[config.mk]
export PLATFORM = sky130hd
export DESIGN_NAME = raid_array_failure_check_top
export DESIGN_NICKNAME = d
export VERILOG_FILES = /design/src/hw/rtl/rfc_pkg.sv /design/src/hw/rtl/rfc_ctrl.sv /design/src/hw/rtl/rfc_dp.sv /design/src/hw/rtl/raid_array_failure_check_top.sv
export SDC_FILE = /design/constraint.sdc
export NUM_CORES = 1
export LEC_CHECK = 0
export BUFFER_PORTS_ARGS = -buffer_cell sky130_fd_sc_hd__buf_4
export CAP_MARGIN = 20
export CELL_PAD_IN_SITES_DETAIL_PLACEMENT = 1
export CELL_PAD_IN_SITES_GLOBAL_PLACEMENT = 1
export CORE_AREA = 2 2 187 189
export CTS_CLUSTER_SIZE = 25
export DETAILED_ROUTE_END_ITERATION = 8
export DIE_AREA = 0 0 189 191
export PLACE_DENSITY = 0.55
export SLEW_MARGIN = 20
export SYNTH_ARGS = -nofsm -noshare
export SYNTH_HDL_FRONTEND = slang
export SYNTH_SLANG_ARGS = --single-unit
[constraint.sdc]
create_clock -name clk_i -period 7.7 [get_ports clk_i]
set_input_delay 1.54 -clock clk_i [delete_from_list [all_inputs] [get_ports clk_i]]
set_output_delay 1.54 -clock clk_i [all_outputs]
set_load 0.01 [all_outputs]
[src/hw/rtl/rfc_pkg.sv]
// Shared types and constants for the disk array redundancy checker.
`default_nettype none

package rfc_pkg;

  // Input field widths
  localparam int unsigned LevelW  = 4;
  localparam int unsigned CountW  = 5;
  localparam int unsigned ActiveW = 16;
  // near_copies * far_copies
  localparam int unsigned CopiesW = 2 * CountW;

  // Array level codes
  localparam logic [LevelW-1:0] LVL_FAULTY    = 4'd0;
  localparam logic [LevelW-1:0] LVL_LINEAR    = 4'd1;
  localparam logic [LevelW-1:0] LVL_MULTIPATH = 4'd2;
  localparam logic [LevelW-1:0] LVL_RAID0     = 4'd3;
  localparam logic [LevelW-1:0] LVL_RAID1     = 4'd4;
  localparam logic [LevelW-1:0] LVL_RAID4     = 4'd5;
  localparam logic [LevelW-1:0] LVL_RAID5     = 4'd6;
  localparam logic [LevelW-1:0] LVL_RAID6     = 4'd7;
  localparam logic [LevelW-1:0] LVL_RAID10    = 4'd8;

  // Missing-member limits for the parity levels
  localparam logic [CountW-1:0] ParityTolerance = 5'd1;
  localparam logic [CountW-1:0] DualTolerance   = 5'd2;

  // Result codes
  typedef enum logic [1:0] {
    ST_HEALTHY  = 2'd0,
    ST_DEGRADED = 2'd1,
    ST_FAILED   = 2'd2
  } array_state_e;

  // Controller to datapath
  typedef struct packed {
    logic load;     // capture the input transfer
    logic setup;    // register the copy count
    logic eval;     // decide simple cases, prime the rotation
    logic step;     // one rotation step
    logic publish;  // move the result into the output register
  } cmd_t;

  // Datapath to controller
  typedef struct packed {
    logic resolved;   // eval found the answer without rotating
    logic loop_done;  // rotation finished this step
  } sts_t;

endpackage

`default_nettype wire

[src/hw/rtl/rfc_ctrl.sv]
// Sequencing state machine and output valid flag of the redundancy checker.
`default_nettype none

module rfc_ctrl
  import rfc_pkg::*;
(
  input  wire logic clk_i,
  input  wire logic rst_ni,
  input  wire logic in_valid_i,
  output logic      in_ready_o,
  output logic      out_valid_o,
  input  wire logic out_ready_i,
  input  wire sts_t sts_i,
  output cmd_t      cmd_o
);

  localparam logic [2:0] S_IDLE  = 3'd0;
  localparam logic [2:0] S_SETUP = 3'd1;
  localparam logic [2:0] S_EVAL  = 3'd2;
  localparam logic [2:0] S_LOOP  = 3'd3;
  localparam logic [2:0] S_DONE  = 3'd4;

  logic [2:0] state_q, state_d;
  logic       out_valid_q, out_valid_d;
  logic       slot_free;

  assign slot_free = !out_valid_q || out_ready_i;

  // Next state and commands
  always_comb begin
    state_d = state_q;
    cmd_o   = '0;
    case (state_q)
      S_IDLE: begin
        if (in_valid_i) begin
          cmd_o.load = 1'b1;
          state_d    = S_SETUP;
        end
      end
      S_SETUP: begin
        cmd_o.setup = 1'b1;
        state_d     = S_EVAL;
      end
      S_EVAL: begin
        cmd_o.eval = 1'b1;
        state_d    = sts_i.resolved ? S_DONE : S_LOOP;
      end
      S_LOOP: begin
        cmd_o.step = 1'b1;
        if (sts_i.loop_done) begin
          state_d = S_DONE;
        end
      end
      S_DONE: begin
        if (slot_free) begin
          cmd_o.publish = 1'b1;
          state_d       = S_IDLE;
        end
      end
      default: begin
        state_d = S_IDLE;
      end
    endcase
  end

  // Output register holds until the sink takes it
  always_comb begin
    if (cmd_o.publish) begin
      out_valid_d = 1'b1;
    end else if (out_ready_i) begin
      out_valid_d = 1'b0;
    end else begin
      out_valid_d = out_valid_q;
    end
  end

  always_ff @(posedge clk_i or negedge rst_ni) begin
    if (!rst_ni) begin
      state_q     <= S_IDLE;
      out_valid_q <= 1'b0;
    end else begin
      state_q     <= state_d;
      out_valid_q <= out_valid_d;
    end
  end

  assign in_ready_o  = (state_q == S_IDLE);
  assign out_valid_o = out_valid_q;

  // A result is never published over one that is still waiting
  a_no_overwrite : assert property (@(posedge clk_i) disable iff (!rst_ni)
    cmd_o.publish |-> (!out_valid_q || out_ready_i))
    else $error("result published over a pending one");

  // Every accepted transfer reaches the evaluate step after the setup step
  a_load_to_eval : assert property (@(posedge clk_i) disable iff (!rst_ni)
    cmd_o.load |=> ##1 cmd_o.eval)
    else $error("evaluate step did not follow load");

  // Publishing always raises the output valid
  a_publish_valid : assert property (@(posedge clk_i) disable iff (!rst_ni)
    cmd_o.publish |=> out_valid_q)
    else $error("published result not presented");

endmodule

`default_nettype wire

[src/hw/rtl/rfc_dp.sv]
// Datapath of the redundancy checker: level rules and RAID10 chunk rotation.
`default_nettype none

module rfc_dp
  import rfc_pkg::*;
#(
  parameter int unsigned MAX_DISKS = 16
) (
  input  wire logic                clk_i,
  input  wire logic                rst_ni,
  input  wire cmd_t                cmd_i,
  output sts_t                     sts_o,
  input  wire logic [LevelW-1:0]   raid_level_i,
  input  wire logic [CountW-1:0]   ideal_devices_i,
  input  wire logic [CountW-1:0]   current_devices_i,
  input  wire logic [CountW-1:0]   near_copies_i,
  input  wire logic [CountW-1:0]   far_copies_i,
  input  wire logic [ActiveW-1:0]  active_mask_i,
  output array_state_e             array_state_o,
  output logic                     config_error_o
);

  localparam int unsigned DW   = MAX_DISKS;
  localparam int unsigned ExtW = (DW > ActiveW) ? DW : ActiveW;

  // Captured transfer
  logic [LevelW-1:0]  level_q;
  logic [CountW-1:0]  ideal_q, cur_q, near_q, far_q;
  logic [ActiveW-1:0] active_q;

  // Rotation state
  logic [CopiesW-1:0] copies_q;
  logic [DW-1:0]      chunk_q, start_q, all_q, fold_q;
  logic [CountW-1:0]  steps_q;

  // Working and output results
  array_state_e res_state_q, out_state_q;
  logic         res_err_q, out_err_q;

  // Derived values
  logic [CountW-1:0] missing;
  logic [CountW:0]   span;
  logic              too_wide;
  logic              copies_ge;
  logic [DW-1:0]     start_mask, all_mask, fold_mask;
  logic [ExtW-1:0]   active_ext;
  logic [DW-1:0]     active_dw;
  logic [DW-1:0]     shifted, chunk_next;
  logic              hit;
  logic [CountW-1:0] steps_next;
  logic              closed;

  array_state_e eval_state;
  logic         eval_err;
  logic         eval_resolved;

  assign missing   = ideal_q - cur_q;
  assign span      = {1'b0, ideal_q} + {1'b0, near_q};
  assign too_wide  = span > (CountW + 1)'(DW);
  assign copies_ge = copies_q >= CopiesW'(DW);

  // Start, disk and fold masks, one comparator per bit
  always_comb begin
    for (int i = 0; i < DW; i++) begin
      start_mask[i] = copies_ge || (copies_q > CopiesW'(i));
      all_mask[i]   = ideal_q > CountW'(i);
      fold_mask[i]  = (ideal_q <= CountW'(i)) && (span > (CountW + 1)'(i));
    end
  end

  assign active_ext = ExtW'(active_q);
  assign active_dw  = active_ext[DW-1:0];

  // Simple level rules and RAID10 early exits
  always_comb begin
    eval_state    = ST_FAILED;
    eval_err      = 1'b0;
    eval_resolved = 1'b1;
    if (cur_q >= ideal_q) begin
      eval_state = ST_HEALTHY;
    end else begin
      case (level_q)
        LVL_FAULTY: eval_state = ST_DEGRADED;
        LVL_LINEAR, LVL_RAID0: eval_state = ST_FAILED;
        LVL_MULTIPATH, LVL_RAID1: begin
          eval_state = (cur_q == '0) ? ST_FAILED : ST_DEGRADED;
        end
        LVL_RAID4, LVL_RAID5: begin
          eval_state = (missing > ParityTolerance) ? ST_FAILED : ST_DEGRADED;
        end
        LVL_RAID6: begin
          eval_state = (missing > DualTolerance) ? ST_FAILED : ST_DEGRADED;
        end
        LVL_RAID10: begin
          if (too_wide) begin
            eval_state = ST_FAILED;
            eval_err   = 1'b1;
          end else if (copies_q == CopiesW'(ideal_q)) begin
            eval_state = (cur_q == '0) ? ST_FAILED : ST_DEGRADED;
          end else if (copies_q == CopiesW'(1)) begin
            eval_state = ST_FAILED;
          end else begin
            eval_resolved = 1'b0;
          end
        end
        default: eval_state = ST_FAILED;
      endcase
    end
  end

  // One rotation step: test, shift by near, fold wrapped bits, cut to disks
  assign hit        = |(active_dw & chunk_q);
  assign shifted    = chunk_q << near_q;
  assign chunk_next = (shifted | ((shifted & fold_q) >> ideal_q)) & all_q;
  assign steps_next = steps_q + CountW'(1);
  assign closed     = (chunk_next == start_q);

  assign sts_o.resolved  = eval_resolved;
  assign sts_o.loop_done = !hit || closed || (steps_next >= ideal_q);

  // Payload registers
  always_ff @(posedge clk_i) begin
    if (cmd_i.load) begin
      level_q  <= raid_level_i;
      ideal_q  <= ideal_devices_i;
      cur_q    <= current_devices_i;
      near_q   <= near_copies_i;
      far_q    <= far_copies_i;
      active_q <= active_mask_i;
    end
    if (cmd_i.setup) begin
      copies_q <= CopiesW'(near_q) * CopiesW'(far_q);
    end
    if (cmd_i.eval) begin
      res_state_q <= eval_state;
      res_err_q   <= eval_err;
      chunk_q     <= start_mask;
      start_q     <= start_mask;
      all_q       <= all_mask;
      fold_q      <= fold_mask;
      steps_q     <= '0;
    end
    if (cmd_i.step) begin
      chunk_q <= chunk_next;
      steps_q <= steps_next;
      if (!hit) begin
        res_state_q <= ST_FAILED;
        res_err_q   <= 1'b0;
      end else if (closed) begin
        res_state_q <= ST_DEGRADED;
        res_err_q   <= 1'b0;
      end else begin
        res_state_q <= ST_FAILED;
        res_err_q   <= 1'b1;
      end
    end
    if (cmd_i.publish) begin
      out_state_q <= res_state_q;
      out_err_q   <= res_err_q;
    end
  end

  assign array_state_o  = out_state_q;
  assign config_error_o = out_err_q;

  // The rotation never runs past the disk count
  a_steps_bound : assert property (@(posedge clk_i) disable iff (!rst_ni)
    cmd_i.step |-> (steps_q < ideal_q))
    else $error("rotation ran past disk count");

  // Only a degraded RAID10 array reaches the rotation
  a_loop_level : assert property (@(posedge clk_i) disable iff (!rst_ni)
    cmd_i.step |-> (level_q == LVL_RAID10 && cur_q < ideal_q))
    else $error("rotation entered for a non-RAID10 or healthy array");

  // Rotation starts from its own start mask with a cleared step count
  a_loop_primed : assert property (@(posedge clk_i) disable iff (!rst_ni)
    (cmd_i.eval && !eval_resolved) |=> (chunk_q == start_q && steps_q == '0))
    else $error("rotation not primed");

  // A layout error always comes with a failed state
  a_err_failed : assert property (@(posedge clk_i) disable iff (!rst_ni)
    (cmd_i.publish && res_err_q) |-> (res_state_q == ST_FAILED))
    else $error("layout error without failed state");

endmodule

`default_nettype wire

[src/hw/rtl/raid_array_failure_check_top.sv]
// Top level of the disk array redundancy checker.
`default_nettype none

// One transfer in describes a disk array; one transfer out gives its state
// (healthy, degraded, failed) and a layout error flag. Items are handled one
// at a time. Each item passes through the load, setup and evaluate steps
// and, for a RAID10 array that the evaluate step cannot settle, the chunk
// rotation, one shift-fold-test step a cycle. The rotation runs at most
// ideal_devices steps, and an array whose ideal_devices plus near_copies
// exceeds MAX_DISKS fails with a layout error before any rotation, so with
// 16 disks it runs at most 15 steps. The next item is taken the cycle after
// the result is registered, while that result waits in the output
// register; a finished result that cannot move because the previous one is
// still waiting holds the block until the sink takes it.
module raid_array_failure_check_top
  import rfc_pkg::*;
#(
  parameter int unsigned MAX_DISKS = 16
) (
  input  wire logic        clk_i,
  input  wire logic        rst_ni,
  // raid_level[3:0], ideal_devices[8:4], current_devices[13:9],
  // near_copies[18:14], far_copies[23:19], active_mask[39:24]
  input  wire logic [39:0] s_axis_tdata,
  input  wire logic        s_axis_tvalid,
  output logic             s_axis_tready,
  // array_state[1:0], config_error[2], zero[7:3]
  output logic [7:0]       m_axis_tdata,
  output logic             m_axis_tvalid,
  input  wire logic        m_axis_tready
);

  cmd_t         cmd;
  sts_t         sts;
  array_state_e array_state;
  logic         config_error;

  rfc_ctrl u_ctrl (
    .clk_i       (clk_i),
    .rst_ni      (rst_ni),
    .in_valid_i  (s_axis_tvalid),
    .in_ready_o  (s_axis_tready),
    .out_valid_o (m_axis_tvalid),
    .out_ready_i (m_axis_tready),
    .sts_i       (sts),
    .cmd_o       (cmd)
  );

  rfc_dp #(
    .MAX_DISKS (MAX_DISKS)
  ) u_dp (
    .clk_i             (clk_i),
    .rst_ni            (rst_ni),
    .cmd_i             (cmd),
    .sts_o             (sts),
    .raid_level_i      (s_axis_tdata[3:0]),
    .ideal_devices_i   (s_axis_tdata[8:4]),
    .current_devices_i (s_axis_tdata[13:9]),
    .near_copies_i     (s_axis_tdata[18:14]),
    .far_copies_i      (s_axis_tdata[23:19]),
    .active_mask_i     (s_axis_tdata[39:24]),
    .array_state_o     (array_state),
    .config_error_o    (config_error)
  );

  assign m_axis_tdata = {5'b0, config_error, array_state};

endmodule

`default_nettype wire
==> summary.txt, run 1 <==
Power
  • Leakage: 3.97 nW
  • Maximum resistive drop on vdd: between 0.0002 and 0.00025 V
  • PD cells: approximately 350 mW/mm²

GRT
  • GRT Total Usage: between 20% and 30%
  • Initial antenna violation count: 0
  • Vias in the first global route: about 8800
  • Largest net degree at the start of global routing: between 40 and 50
  • Remaining global-route overflow: 0
  • First-pass GRT wire length: between 50 and 60 mm

CTS
  • Clk sink count: between 100 and 150
  • CTS Buf Count: 17
  • Clock transition at the registers of the reported paths: around 0.060 ns
  • Root Driver: clkbuf_16
  • Post-CTS Setup Bufs: 0
  • Clock Latency Late Sink: around 0.44 ns
  • CTS H-tree depth: 4
  • Hold-fix buffers, CTS: 0
  • CTS-repair resized insts: 0
  • CTS tree: done
  • Longest Clk Path Bufs: 2

Detailed routing
  • Via Count: 8568
  • Drt wl/cell: between 20 and 30 µm
  • DRC: 0
  • DR pass1 iterations: 6
  • DRT antenna net count: 0
  • Via/cell ratio: 5.72
  • Routed WL: around 40 mm
  • Initial drt markers: around 960

Die
  • DIE AREA: 0.0361 mm²
  • Row Count: 68
  • Starting Density: between 20% and 30%
  • Die Y: ~190 µm
  • # IOs: 54
  • Die Width: roughly 190 µm
  • Core area: about 0.034 mm²

Place
  • Pre-CTS WS: about 3.0 ns
  • HPWL after detailed placement: 30.3 mm
  • Dpl cell area: 0.0103 mm²
  • PortBufs: 48
  • GP Congestion: between 0.9 and 1

Yosys
  • Unique masters post-synth: between 80 and 90
  • Syn Inst Count: approximately 990
  • Post-synth ARST share: between 3 and 4%
  • Number of synthesized flops with an enable pin: ~130
  • Mapped Area: ~0.0094 mm²
  • Syn. warnings: 0
  • Synthesis-stage register bit count: about 130
  • Post-synthesis sequential area ratio: between 40% and 50%
  • Post-synth top flop: edfxtp_1
  • Mapped Avg Cell Area: ~9.5 µm²

STA
  • Tightest Pin Transition: 1.03 ns
  • Worst Skew: approximately 0.013 ns
  • Final hold violations: 0
  • Setup TNS: 0 ns
  • Final period util: between 60% and 70%
  • Number of setup violations in the final report: 0
  • Post-layout minimum cycle time: a little under 5 ns
  • Crit path setup slack, layout: approximately 2.8 ns
  • Worst relative slew slack: ~30%
  • RSZ-0062 raised after global routing: false
  • Max Slew Vio Count: 0
  • FMAX: roughly 200 MHz

Flow run
  • Max Cap Viol: 0

Run status
  • Outcome: complete, no violations

Final layout
  • Commonest non-fill, non-tap cell in the layout: edfxtp_1
  • Share of cells above drive strength 1: 12.4%
  • Final Cell Area: ~0.011 mm²
  • Most frequent cells in the layout: 125 x edfxtp_1, 98 x nand2_1, 68 x buf_4
  • Net count reported at finish: around 1100
  • Ant diodes: 0
  • Area growth syn-to-layout: 15.6%

Min path
  • HP Class: flop to flop
  • Hold Path Origin: u_dp.res_err_q$_DFFE_PP_

Critical path
  • Crit. End Element: flop
  • Crit path DAT: between 5 and 6 ns
  • Crit start category: flop
  • CP startpoint: u_dp.near_q[1]$_DFFE_PP_
  • CP cell instances: buf_4 -> mux2i_1 -> o22ai_1 -> o211ai_1 -> a2111oi_0 -> or4bb_1 -> nor4_1 -> nand4_1 -> a2111oi_4 -> nor3b_1 -> a21oi_1
  • Highest cell delay on the worst timing path: between 0.7 and 0.8 ns
  • Slowest CP cell: mux2i_1
  • CP Buf/Inv Count: 1
  • Worst-path fanout max: 30
  • R2R Setup Slk: ~2.8 ns
  • RR Startpoint: u_dp.near_q[1]$_DFFE_PP_
  • Worst Path Class, Setup: flop to flop
  • Crit-path leading delay family: compound AO/OA/AOI/OAI gates
  • Worst Path Required: about 8.0 ns
## report_power, final
group          switching [mW]  leakage, nW  internal [mW]  total, mW
sequential              0.177         1.13           1.04       1.21
combinational            1.20         2.56          0.590       1.79
clock                   0.350        0.283          0.486      0.836
total                    1.73         3.97           2.11       3.84
## state kept, by name (all words and copies together) (netlist names), 5 cells and up
| register | count |
|---|---|
| u_dp.ideal_q | 5 |
| u_dp.far_q | 5 |
| u_dp.near_q | 5 |
| u_dp.cur_q | 5 |
| u_dp.copies_q | 10 |
| u_dp.steps_q | 5 |
| u_dp.active_dw | 16 |
| u_dp.fold_q | 16 |
| u_dp.chunk_q | 16 |
| u_dp.all_q | 16 |
| u_dp.start_q | 16 |
## cell usage after synthesis (all sizes together), types with 21 or more instances
cell type  number  area (µm²)
a31oi          21         131
nand2          98         368
o21ai          44         220
inv            57         214
a21oi          62         310
nand4          24         150
ha             34         425
and2           28         178
nor2           64         240
edfxtp        125        3750
mux2i          25         250
nand3          43         215
clkbuf         34         128
## path summary, 6_finish.rpt
| check | to | depth (start not counted) |
|---|---|---|
| worst max-delay path | u_ctrl.state_q[1]$_DFFE_PN0P_ | 11 |
| worst min-delay path | u_dp.config_error_o$_DFFE_PP_ | 0 |
| worst max register to register | u_ctrl.state_q[1]$_DFFE_PN0P_ | 11 |
| worst min register to register | u_dp.config_error_o$_DFFE_PP_ | 0 |
| max in group asynchronous | u_ctrl.state_q[2]$_DFFE_PN0P_ | 1 |
| min in group asynchronous | u_ctrl.out_valid_o$_DFFE_PN0P_ | 1 |
## logic make-up (layout without fill, tap and decap cells)
family | after synthesis | after routing | share of synthesized area [%]
AOI/OAI and AO/OA | 284 | 284 | 20.8
xor gates and xnor gates | 21 | 21 | 1.96
adders and majority gates | 45 | 45 | 6.87
buffers and inverters | 111 | 159 | 4.90
DFF | 129 | 129 | 41.0
muxes | 32 | 32 | 4.10
other | 1 | 5 | 0.0399
and+or+nand+nor | 369 | 369 | 20.3
## through the flow
step	instances	hold slack, ns	power (mW)	util, %
floorplan	996	0.400	2.31	-
global placement	1467	0.427	2.99	30.1
detailed placement	1467	0.411	2.99	30.1
CTS	1499	0.426	3.84	31.8
global route	1499	0.453	4.08	31.8
finish	1499	0.424	3.84	31.8
## area by class of cell
class | instances | area, µm²
clock buffers | 17 | 425
clock inverters | 15 | 173
fillers | 3888 | 23300
inverters | 59 | 221
multi-input cells | 756 | 5110
flip-flops and latches | 129 | 3850
well taps | 455 | 569
repair buffers | 68 | 510
## per-layer routing
metal / track usage (%) / up-vias / wire length (µm)
met5: 0 / - / 0
met4: 12.4 / 0 / 2290
met3: 3.21 / 88 / 2200
met2: 36.1 / 350 / 18300
met1: 29.3 / 4264 / 17100
li1: - / 3866 / -
No activity file was read; power rests on OpenSTA's default activity.
==> inputs of run 2 (changes only) <==
--- a/config.mk
+++ b/config.mk
@@ -5,15 +5,16 @@
 export SDC_FILE = /design/constraint.sdc
 export NUM_CORES = 1
 export LEC_CHECK = 0
+export ABC_AREA = 1
 export BUFFER_PORTS_ARGS = -buffer_cell sky130_fd_sc_hd__buf_4
 export CAP_MARGIN = 20
 export CELL_PAD_IN_SITES_DETAIL_PLACEMENT = 1
 export CELL_PAD_IN_SITES_GLOBAL_PLACEMENT = 1
-export CORE_AREA = 2 2 187 189
+export CORE_AREA = 2 2 174 176
 export CTS_CLUSTER_SIZE = 25
 export DETAILED_ROUTE_END_ITERATION = 8
-export DIE_AREA = 0 0 189 191
-export PLACE_DENSITY = 0.55
+export DIE_AREA = 0 0 176 178
+export PLACE_DENSITY = 0.57
 export SLEW_MARGIN = 20
 export SYNTH_ARGS = -nofsm -noshare
 export SYNTH_HDL_FRONTEND = slang
==> constraint.sdc (replaced) <==
create_clock -name clk_i -period 4.7 [get_ports clk_i]
set_input_delay 0.94 -clock clk_i [delete_from_list [all_inputs] [get_ports clk_i]]
set_output_delay 0.94 -clock clk_i [all_outputs]
set_load 0.01 [all_outputs]
==> run 2 against run 1 <==
Against the previous run: worst setup slack worse by 1.8 ns; utilization is 0.65 points higher; via count fell by 19%; clock power is 56% higher; sequential share of layout area rose by 4.9 points; fmax rose by 33%; combinational power up 14%; synthesized cell count decreased by 1.6%; worst hold slack got worse by 0.12 ns; non-clock buffer count shrank 5; critical path type unchanged; critical endpoint is now u_dp.copies_q[9]$_DFFE_PN_.
==> summary.txt, run 2 <==
Min path
  • HP Class: input pin to asynchronous set/reset pin

Yosys
  • Synthesis-stage register bit count: 129 (unchanged)
  • Mapped Area: 0.00818 mm² (-13%)
  • Largest cells by area after synthesis: edfxtp_1 46%, nand2_1 13%, nand3_1 7.8%
  • Post-synth top flop: edfxtp_1
  • Syn. warnings: 0 (unchanged)
  • Post-synth ARST share: 3.10% (unchanged)
  • Mapped Avg Cell Area: 8.39 µm² (-11%)
  • Adder-cell share of the synthesized area: 7.89% (+1.0 points)
  • Post-synth top cells: 277 x nand2_1, 127 x nand3_1, 125 x edfxtp_1
  • XOR/XNOR share of the synthesized area: 1.50% (-0.46 points)
  • Area fraction of the dominant cell type after synthesis: 45.9% (+5.9 points)
  • Number of synthesized flops with an enable pin: 125 (unchanged)
  • Post-synthesis mux area share: 0% (-4.1 points)
  • Synth Area in Compound Gates: 7.37% (-13 points)
  • Post-synthesis sequential area ratio: 47.1% (+6.1 points)
  • Most frequent cell after synthesis: nand2_1
  • Unique masters post-synth: 48 (-41%)
  • Syn Inst Count: 976 (-1.6%)
  • Simple-gate share of the synthesized area: 27.7% (+7.4 points)
  • Largest family of logic cells by synthesized area: simple AND/OR/NAND/NOR gates
  • Synth area leader: edfxtp_1

Power
  • PD cells: 542 mW/mm² (+53%)
  • Maximum resistive drop on vdd: 0.000242 V (+12%)
  • Leakage: 4.24 nW (+6.9%)

STA
  • Max Slew Vio Count: 0 (unchanged)
  • Final period util: 77.6% (+15 points)
  • RSZ-0062 raised after global routing: false
  • FMAX: 274 MHz (+33%)
  • Fin Hold WS: 0.305 ns (-0.119 ns)
  • Final hold violations: 0 (unchanged)
  • Number of setup violations in the final report: 0 (unchanged)
  • Worst relative slew slack: 35.7% (+5.0 points)
  • Worst Skew: 0.0101 ns (-0.00321 ns)
  • Tightest Pin Transition: 0.959 ns (-0.0729 ns)
  • Setup TNS: 0 ns (unchanged)
  • Post-layout minimum cycle time: 3.65 ns (-1.21 ns)

CTS
  • Clock transition at the registers of the reported paths: 0.06 ns (about the same)
  • Hold-fix buffers, CTS: 0 (unchanged)
  • CTS-repair resized insts: 0 (unchanged)
  • CTS tree: done
  • CTS H-tree depth: 4 (unchanged)
  • Root Driver: clkbuf_16
  • Clock Latency Late Sink: 0.42 ns (-0.02 ns)
  • Longest Clk Path Bufs: 2 (unchanged)
  • Clk sink count: 129 (unchanged)
  • CTS Buf Count: 17 (unchanged)
  • Post-CTS Setup Bufs: 0 (unchanged)

GRT
  • Remaining global-route overflow: 0 (unchanged)
  • Vias in the first global route: 7236 (-17%)
  • First-pass GRT wire length: 42.0 mm (-29%)
  • GRT Total Usage: 17.9% (-4.6 points)
  • Initial antenna violation count: 0 (unchanged)
  • Largest net degree at the start of global routing: 41 (-16%)

Critical path
  • Crit start category: flop
  • Slowest CP cell: fa_1
  • RR Startpoint: u_dp.far_q[3]$_DFFE_PP_
  • Crit path DAT: 3.82 ns (-1.33 ns)
  • Worst-path fanout max: 5 (-83%)
  • Reg2reg path depth: 14 (+3)
  • CP startpoint: u_dp.far_q[3]$_DFFE_PP_
  • CP cell instances: nand2_1 -> fa_1 -> fa_1 -> fa_1 -> inv_1 -> ha_1 -> a21oi_1 -> nand2_1 -> a21oi_1 -> nor2_1 -> nor2_1 -> o21ai_0 -> a21oi_1 -> xnor2_1
  • Crit. End Element: flop
  • Highest cell delay on the worst timing path: 0.55 ns (-0.19 ns)
  • Worst Path Class, Setup: flop to flop
  • Worst Path Required: 4.87 ns (-3.12 ns)

Final layout
  • Area growth syn-to-layout: 16.7%
  • Net count reported at finish: 1115 (-0.45%)
  • Most frequent cells in the layout: 277 x nand2_1, 127 x nand3_1, 125 x edfxtp_1
  • Share of cells above drive strength 1: 11.4% (-1.0 points)
  • Commonest non-fill, non-tap cell in the layout: nand2_1
  • Ant diodes: 0 (unchanged)

Detailed routing
  • Drt wl/cell: 18.7 µm (-29%)
  • DR pass1 iterations: 4 (-2)
  • Routed WL: 26.8 mm (-33%)
  • Via/cell ratio: 4.83 (-15%)
  • Initial drt markers: 425 (-56%)
  • DRC: 0 (unchanged)
  • DRT antenna net count: 0 (unchanged)
  • Via Count: 6905 (-19%)

Run status
  • Outcome: complete, no violations

Die
  • Core area: 0.0294 mm² (-14%)
  • # IOs: 54 (unchanged)
  • Die Width: 176 µm (-6.9%)
  • Die Y: 178 µm (-6.8%)
  • DIE AREA: 0.0313 mm² (-13%)
  • Starting Density: 27.8% (+0.30 points)
  • Row Count: 63 (-7.4%)

Place
  • PortBufs: 48 (unchanged)
  • HPWL after detailed placement: 20.9 mm (-31%)
  • GP Congestion: 0.804 (-15%)

Flow run
  • Max Cap Viol: 0 (unchanged)
run 2: changes by cell type in the layout (fill, tap and decap cells not counted), moves of 15 or more:
| cell | previous run | this run |
|---|---|---|
| a21oi_1 | 62 | 33 |
| nor3_1 | 20 | 5 |
| and2_1 | 25 | 1 |
| inv_1 | 56 | 122 |
| nand3_1 | 43 | 127 |
| mux2i_1 | 25 | 0 |
| nand2_1 | 98 | 277 |
| nor2b_1 | 19 | 0 |
| o211ai_1 | 15 | 0 |
| nand2b_1 | 16 | 0 |
run 2: path summary, 6_finish.rpt:
path	endpoint	slack, ns
max reg2reg	u_dp.copies_q[9]$_DFFE_PN_	1.05
min reg2reg	u_dp.config_error_o$_DFFE_PP_	0.42
max	u_dp.copies_q[9]$_DFFE_PN_	1.05
min	u_ctrl.state_q[1]$_DFFE_PN0P_	0.30
min in group clk_i	u_dp.config_error_o$_DFFE_PP_	0.42
max in group asynchronous	u_ctrl.state_q[2]$_DFFE_PN0P_	4.29
run 2: final cells by class:
type                       instances  area (µm²)
multi-input combinational        688        3680
fill                            3504       19800
inverter                         127         477
sequential                       129        3850
tap                              390         488
clock inverter                    13         138
clock buffer                      19         433
timing repair buffer              63         485
run 2: cell families (layout without fill, tap and decap cells):
kind of cell,count (synthesis),after routing
simple gates,522,522
other cells,1,5
compound gates,102,102
buf+inv,163,222
flops,129,129
xor+xnor,14,14
fa+ha+maj,45,45
run 2: worst max-delay path: cells and delay by family (launching register included):
| kind | cells | cell delay (ns) |
|---|---|---|
| xor+xnor | 1 | 0.08 |
| fa+ha+maj | 4 | 1.87 |
| buf+inv | 1 | 0.04 |
| compound gates | 4 | 0.53 |
| simple gates | 4 | 0.42 |
| flops | 1 | 0.45 |
run 2: power by group:
part | switching [mW] | internal (mW) | total, mW
logic | 1.41 | 0.628 | 2.04
registers | 0.180 | 1.66 | 1.84
clock network | 0.519 | 0.780 | 1.30
run 2: metal layers:
| layer | GRT usage, % | up-vias | routed length, µm |
|---|---|---|---|
| li1 | - | 3372 | - |
| met1 | 24.0 | 3386 | 12700 |
| met2 | 30.2 | 118 | 12800 |
| met3 | 2.62 | 29 | 704 |
| met4 | 5.54 | 0 | 605 |
| met5 | 0 | - | 0 |
run 2: stage by stage:
stage / total power, mW / instance area [µm²] / setup WS (ns) / std cells / util (%)
after floorplan: 3.20 / 8200 / 0.408 / 980 / -
after global placement: 3.87 / 8960 / 1.04 / 1396 / 30.5
after detailed placement: 3.90 / 8960 / 1.00 / 1396 / 30.5
after CTS: 5.22 / 9530 / 0.995 / 1428 / 32.4
after global routing: 5.57 / 9550 / 0.761 / 1429 / 32.5
final: 5.18 / 9550 / 1.05 / 1429 / 32.5
